## src/rswmm_ram.sv

```systemverilog
`timescale 1ns / 1ps

module rswmm_ram #(
  parameter int Width = 8,
  parameter int Depth = 16
) (
  input  logic                     clk_i,
  input  logic                     we_i,
  input  logic [$clog2(Depth)-1:0] waddr_i,
  input  logic [Width-1:0]         wdata_i,
  input  logic                     re_i,
  input  logic [$clog2(Depth)-1:0] raddr_i,
  output logic [Width-1:0]         rdata_o
);

  logic [Width-1:0] mem_q [Depth];
  logic [Width-1:0] rdata_q;

  always_ff @(posedge clk_i) begin
    if (we_i) begin
      mem_q[waddr_i] <= wdata_i;
    end
    // Read data holds while no read is issued.
    if (re_i) begin
      rdata_q <= mem_q[raddr_i];
    end
  end

  assign rdata_o = rdata_q;

endmodule

```

## config.mk

```make
export PLATFORM = sky130hd
export DESIGN_NAME = rswmm_ram
export DESIGN_NICKNAME = d
export VERILOG_FILES = /design/src/rswmm_ram.sv
export SDC_FILE = /design/constraint.sdc
export NUM_CORES = 1
export LEC_CHECK = 0
export ABC_AREA = 1
export BUFFER_PORTS_ARGS = -buffer_cell sky130_fd_sc_hd__clkbuf_2
export CAP_MARGIN = 25
export CELL_PAD_IN_SITES_DETAIL_PLACEMENT = 2
export CELL_PAD_IN_SITES_GLOBAL_PLACEMENT = 2
export CORE_AREA = 2 2 156 158
export CTS_BUF_LIST = sky130_fd_sc_hd__clkbuf_4 sky130_fd_sc_hd__clkbuf_8 sky130_fd_sc_hd__clkbuf_16
export CTS_CLUSTER_DIAMETER = 30
export CTS_CLUSTER_SIZE = 30
export DETAILED_ROUTE_END_ITERATION = 16
export DIE_AREA = 0 0 158 160
export PLACE_DENSITY = 0.58
export SLEW_MARGIN = 10
export SYNTH_ARGS = -nofsm -noshare
export SYNTH_HDL_FRONTEND = slang
export SYNTH_SLANG_ARGS = --single-unit
```

## constraint.sdc

```tcl
create_clock -name clk_i -period 3.3 [get_ports clk_i]
set_input_delay 0.825 -clock clk_i [delete_from_list [all_inputs] [get_ports clk_i]]
set_output_delay 0.825 -clock clk_i [all_outputs]
set_load 0.02 [all_outputs]
```

# Yosys cells after proc, flatten, opt, wreduce, memory -nomap -nowiden
# Memories as Yosys holds them, arrays and structs flattened. A register that Yosys moved wholly into a read port is not among the register bits.
# Cells that the tools add are included.
[totals]
romBits = 0
register_bits = 0
latchBits = 0
n_memories = 1
out_inout_bits = 8
in_bits = 19
ram_bits = 128
[op_classes]
bitwise = 0
mul = 0
div = 0
eq_ne = 0
add_sub_neg = 0
n_mux = 2
n_shift = 0
order_cmp = 0
reduce_logical = 0
[memory_table]
columns = ["memory", "depth", "width", "rd", "rd_ports_with_merged_regs", "wr", "line", "source"]
rows = [
  ["mem_q", 16, 8, 1, 1, 1, "16", "logic [Width-1:0] mem_q [Depth];"],
]
[ops]
columns = ["cell", "n"]
rows = [
  ["two-way mux 1 bit", 2],
]

# Logic depth before layout (Yosys ltp)
# Gate-level depths: netlist of the first run.
[logic_depth]
word_depth = 2
mapped_depth = 8
depth_no_buf = 7

# Worst setup path before layout of the first run
# Ideal clock, no wire load.
[synth_path]
path_type = "in2reg"
start = "in waddr_i[2]"
end = "mem mem_q[10][0] (enable)"
required_ns = 2.930
path_buffers = 0
path_slack_ns = 1.524
arrival_ns = 1.406
cell_stages = 2
setup_ns = 0.370
path_cell_list = "nand3b_1 -> nor2_1"
[synth_lines]
columns = ["element", "line", "source"]
rows = [
  ["start: declaration", "9", "input logic [$clog2(Depth)-1:0] waddr_i,"],
  ["end: declaration", "16", ""],
]
# No word-level cell before the write port.

# Final worst setup path of the first run
[layout_path]
start = "reg rdata_q[3] (netlist: rdata_o[3]), read port of mem_q"
end = "out rdata_o[3]"
[layout_lines]
columns = ["element", "line", "source"]
rows = [
  ["start: declaration", "17", "logic [Width-1:0] rdata_q;"],
  ["end: declaration", "13", "output logic [Width-1:0] rdata_o"],
]
# No word-level cell between the ends.

==> results.txt, run 1 <==
* Half-perimeter wire length of the detailed placement result: 10.75 mm
- In this design, the stage delay of the slowest critical-path cell is 0.45 ns.
* Synthesized Nets: 570
- In this run the remaining antenna-violating nets after routing total 0.
* Total negative slack for setup checks: 0 ns
- Largest area contributor in the netlist: edfxtp_1
* Number of hold buffers added after cts: 0
- Depth of the CTS H-tree: 4
- Number of gates resized after CTS: 0
* Top cell type's share of synthesized area: 0.6985
- Number of setup buffers added after CTS: 0
* Via count of the first global-routing pass: 4402
* WP data arrival: 1.05 ns
- Period utilization: 0.5692
- Clk sink count: 136
- Endpoint kind of the worst setup timing path: output pin
- The total overflow left after global routing is 0.
- In this run the tool buffered the top-level ports with 26 buffer cells.
- Setup WS pre-CTS: 1.056 ns
- After the last flow step, the layout net total stands at 607.
- Num CTS Buffers: 17
- Of the synthesized area, sequential elements account for 0.6985.
* Crit path kind: flop to output pin
* Number of instances in the synthesized netlist: 551
* Achievable frequency: 532.4 MHz
- Setup slack on the critical path of the routed design comes to 1.422 ns.
- Leading post-synthesis cells by cell area: edfxtp_1 70%, nand2_1 11%, nand3_1 8.3%
- Clock Tree Root: clkbuf_16
- Die Area: 0.02528 mm²
- Setup violations, final: 0
- Wire length of the first global-routing pass: 26.04 mm
* Fraction of final layout cells sized beyond drive strength 1: 0.1231
- Buffers & Inverters on Critical Path: 1
- The average instance in the mapped netlist occupies 10.61 µm².
- Along the worst path, the maximum fanout reaches 1.
- Slew at the pin with the worst max-slew slack: 0.8766 ns
* Num ports: 27
* Placeable core region: 0.02382 mm²
* Worst reg2reg setup slack: 2.11 ns
* Pin count of the biggest net entering global routing: 65
- Startpoint kind of the worst setup timing path: flop
- The worst register-to-register path has a depth of 6.
- STA puts the critical path data required time at 2.47 ns.
* Clock Skews: 0.009613 ns
- The congestion estimate from routability-driven global placement came to 0.7289.
* Library cells used by synthesis: 11
* Worst reg2reg path endpoint: rdata_o[1]
- Total power of the final layout: 4.347 mW
- Layout Area Growth over Synthesis: 20.03%
* DRT iter0 DRCs: 185
- VDD IR max: 0.2826 mV
- The worst pin sits at a relative slew slack of 0.4135.
- Hold Crit Endpoint: rdata_o[5]
- After floorplanning, the core was divided into 57 placement rows.
- Hold WS: 0.7844 ns
* Cell Area, Synth: 0.005847 mm²
* Number of search-and-repair iterations in the first detailed-routing pass: 4
- TritonCTS clock tree: yes
- After detailed routing, the average wire length per cell comes to 18.09 µm.
- Crit-path cells: clkbuf_2
- Hold/Removal Path Class: flop to flop
- Counting along the longest clock path gives a buffer depth of 2.
* Crit path max-delay cell type: edfxtp_1
- The initial utilization of the core area, before any placement, comes to 0.2455.
- Number of remaining DRC errors: 0
- Worst path top cell family by delay: flip-flops
* Crit Reg-Reg Startpoint: mem_q[5][1]
- Setup repair after global routing missed its margin: no
- The initial antenna violation count came to 0.
- Minimum clock period: 1.878 ns
* Cell Pwr Density: 619.4 mW/mm²
* Via count: 3933
* Detail-routed via count per cell: 4.252
* Leakage power figure: 2.945 nW
* Clock latency reported for the late side of the worst-skew pair: 0.42 ns
- Worst Hold Path Cells: 6
- Final count of pins violating max slew: 0
* WL final: 16.73 mm
* Vertical extent of the die: 160 µm
- Once layout is complete, the utilization of the core stands at 0.2946.
- Number of inserted diodes: 0
- Across the run, the number of max-cap violations was 0.
- The floorplan step set the die width to 158 µm.
- Startpoint of the tightest hold check path: mem_q[2][5]
* Synth warnings: 0
- The number of hold violations in the final report was 0.
- Reg clk slew, reported paths: 0.06 ns
- Counting flops and latches in the post-synthesis netlist gives 136.
* Tot GR Track Use: 0.1418
* Outcome: finished, final reports clean
-- metrics by stage --
| step | area (µm²) | cells |
|---|---|---|
| 6_report | 7018 | 925 |
| 5_1_grt | 7018 | 925 |
| 3_5_place_dp | 6361 | 893 |
| 3_3_place_gp | 6361 | 893 |
| 2_1_floorplan | 5847 | 551 |
| 4_1_cts | 7018 | 925 |
-- flip-flops by register name, summed over array words and instances (netlist names) --
| name | count |
|---|---|
| mem_q | 128 |
| rdata_o | 8 |
-- cell families after synthesis --
family / synth area share
AND/OR/NAND/NOR: 0.2076
flip-flops: 0.6985
buffers and inverters: 0.09394
-- worst max path at each step --
stage / from / end / slack (ns) / cells after the start
2_1_floorplan: waddr_i[2] / mem_q[10][0] / 1.52 / 2
3_3_place_gp: waddr_i[2] / mem_q[3][7] / 1.07 / 4
3_5_place_dp: raddr_i[1] / rdata_o[1] / 1.06 / 6
4_1_cts: rdata_o[3] / rdata_o[3] / 1.38 / 1
5_1_grt: rdata_o[3] / rdata_o[3] / 1.37 / 1
6_report: rdata_o[3] / rdata_o[3] / 1.42 / 1
-- cell usage in the layout, fill, tap and decap left out --
cell type and instances:
buf_12 2, buf_4 14, bufinv_16 6, clkbuf_16 17, clkbuf_2 26, clkinv_1 2, clkinv_2 4, clkinv_4 1
clkinvlp_4 2, edfxtp_1 136, inv_1 100, inv_2 2, nand2_1 173, nand3_1 97, nand3b_1 2, nor2_1 17
-- power breakdown --
part	switching (mW)	internal, mW
clock network	0.729	1.41
registers	0.0115	1.95
logic	0.186	0.0678
-- synthesized netlist by cell type (all sizes together) --
cell	n
buf	24
edfxtp	136
inv	102
nand2	173
nand3	97
nand3b	2
nor2	17
-- metal layers --
layer  vias up  part of all wire  wire [µm]  global-route usage
met5         -                 0          0                   0
li1       1854                 -          -                   -
met2        49              0.50       8424              0.2393
met1      2018              0.46       7704              0.1833
met4         0             0.012        208             0.04095
met3        12             0.023        393             0.02958
-- final cells by class --
class	instances	area [µm²]
clock buffer	17	425.4
clock inverter	15	231.5
fill	2623	16800
inverter	102	382.9
multi-input combinational	289	1214
sequential	136	4084
tap	324	405.4
timing repair buffer	42	275.3
Power figures use the tool's default switching activity.
==> inputs of run 2 (changes only) <==
clock period = 1.9 ns   (was 3.3 ns; I/O delays follow)
==> run 2 against run 1 <==
Sequential power up 74%. Global-route usage decreased by 0.39 points. Clock power increased by 46%. Core utilization is essentially flat. Combinational power up 74%. Register-to-register slack worse by 1.3 ns. Critical endpoint is now rdata_o[6].
==> results.txt, run 2 (same netlist as run 1, synthesis figures left out) <==
* Largest register FFs: 128
* Clk pwr share: 0.448
- The run finished with clean final reports.
* Endpoint kind of the worst setup timing path: output pin
* Combinational Power Share: 0.064
* Fraction of power spent switching nets: 0.2205
* Internal power contribution: 5.432 mW
- Reg clk slew, reported paths: 0.05 ns
* Minimum clock period: 1.552 ns
- Clock buffer depth: 2
- For this design, the CTS-stage hold fixing added 0 buffers.
- The final route contains 3967 vias.
* Leakage power figure: 2.958 nW
* RD Place Congestion: 0.7132
- Crit-path cells: clkbuf_2
- For this run, the slowest stage of the critical path takes 0.46 ns.
- In the global route stage, overall resource usage came out at 0.1380.
- In the final layout, the share of cells above drive strength 1 is 0.1297.
- Clock tree synthesis inserted a total of 17 buffers.
* Path length in cells of the critical path: 1
- In this run the remaining antenna-violating nets after routing total 0.
* Detail-routed via count per cell: 4.252
- Largest Register: mem_q
- Vertical extent of the die: 160 µm
- Crit path max-delay cell type: edfxtp_1
- Initial core utilization: 0.2455
* Avg WL per Cell: 17.27 µm
- Clock Skews: 0.005879 ns
- Die Area: 0.02528 mm²
- The floorplan has 57 rows.
- Summed over all layers, the routed wires come to 16.12 mm.
* Number of inserted diodes: 0
- Of all nets on the critical path, the largest fanout is 1.
* Layout net count: 615
- Setup violations remaining at the end of the flow were counted as 0.
* Global route overflow: 0
* Leading cell types in the layout, fill and taps excluded: 173 x nand2_1, 136 x edfxtp_1, 100 x inv_1, 97 x nand3_1, 26 x clkbuf_2
- The clock net in this run drives a total of 136 sinks.
- The via count of the first global-routing pass was 4432.
* Max-cap violations: 0
* Seq pwr share: 0.489
- The H-tree was split into 4 levels.
- Num ports: 27
* Number of search-and-repair iterations in the first detailed-routing pass: 4
* Count of port buffers added during placement: 26
* Period utilization: 0.8170
- Standard cell area after detailed placement: 0.006459 mm²
- In this run the power spent charging and discharging nets is 1.536 mW.
- Die Wd: 158 µm
* TritonCTS clock tree: yes
- Counting instances, the worst hold path has a depth of 1.
- Setup repair after global routing missed its margin: no
- Static timing analysis puts the maximum clock frequency at 644.2 MHz.
* Half-perimeter wire length of the detailed placement result: 10.55 mm
- The critical path is of the flop to output pin type.
* Number of remaining DRC errors: 0
- In this run the tightest slew margin relative to its limit is 0.5316.
* Pin count of the biggest net entering global routing: 65
- Startpoint kind of the worst setup timing path: flop
* Placeable core region: 0.02382 mm²
- The initial antenna violation count came to 0.
- Total negative slack for setup checks: 0 ns
* Clock latency reported for the late side of the worst-skew pair: 0.42 ns
- Together, buffers and inverters on the worst path number 1.
- For the pin with the worst max-slew slack, the measured transition is 0.7017 ns.
- Data required time of the critical path: 1.42 ns
* Layout fillers: 2652
* Worst reg2reg path depth: 6
- Final count of pins violating max slew: 0
* Number of setup buffers added after CTS: 0
- Cell Pwr Density: 994.1 mW/mm²
* Leading cell type in the layout, fill and taps excluded: nand2_1
- Final Hold Violating Endpoints: 0
- IR analysis of the VDD net gives a maximum drop of 0.5717 mV.
- Compared with the post-synthesis result, the final layout area differs by 19.90%.
- Wire length of the first global-routing pass: 25.65 mm
* Worst path top cell family by delay: flip-flops
- Number of gates resized after CTS: 0
- Clock Tree Root: clkbuf_16
- In this run, the number of DRC markers left after iteration 0 of detailed routing was 205.
* Hold/Removal Path Class: input pin to flop
- At the worst endpoint, the arrival time is 1.08 ns.
- With fillers left out, the area of the finished cells amounts to 0.007010 mm².
run 2: layout make-up:
type | instances | area, µm² | area share
Clock inverter | 13 | 111.4 | 0.01588
Tap cell | 324 | 405.4 | 0.05783
Inverter | 102 | 382.9 | 0.05461
Timing Repair Buffer | 50 | 372.9 | 0.05319
Clock buffer | 19 | 440.4 | 0.06282
Multi-Input combinational cell | 289 | 1214 | 0.1731
Sequential cell | 136 | 4084 | 0.5825
run 2: path summary, 6_finish.rpt:
check,startpoint,to,slack [ns]
max,rdata_o[6],rdata_o[6],0.35
min,re_i,rdata_o[0],0.49
max reg2reg,mem_q[13][3],rdata_o[3],0.80
min reg2reg,mem_q[2][5],rdata_o[5],0.76
run 2: metrics by stage:
stage	instances	setup slack (ns)	util	hold slack [ns]	power [mW]
CTS	933	0.3352	0.2943	0.4725	7.062
floorplan	551	0.4742	-	0.5739	3.713
detailed placement	901	0.08978	0.2711	0.7624	3.926
global route	933	0.3185	0.2943	0.4827	7.227
finish	933	0.3476	0.2943	0.4901	6.969
global placement	901	0.1074	0.2711	0.7418	3.914
run 2: layer usage:
metal,track usage,routed length (µm),share of wire,vias to the layer above
met4,0.04177,206,0.013,0
met5,0,0,0,-
met2,0.2338,8164,0.51,35
li1,-,-,-,1867
met1,0.1772,7468,0.46,2048
met3,0.02795,278,0.017,17
run 2: power by group through the flow:
stage	logic [mW]	registers, mW	clock network, mW
global route	0.502	3.41	3.31
CTS	0.461	3.41	3.19
finish	0.443	3.41	3.12
detailed placement	0.457	3.47	0
floorplan	0.237	3.48	0
global placement	0.448	3.47	0
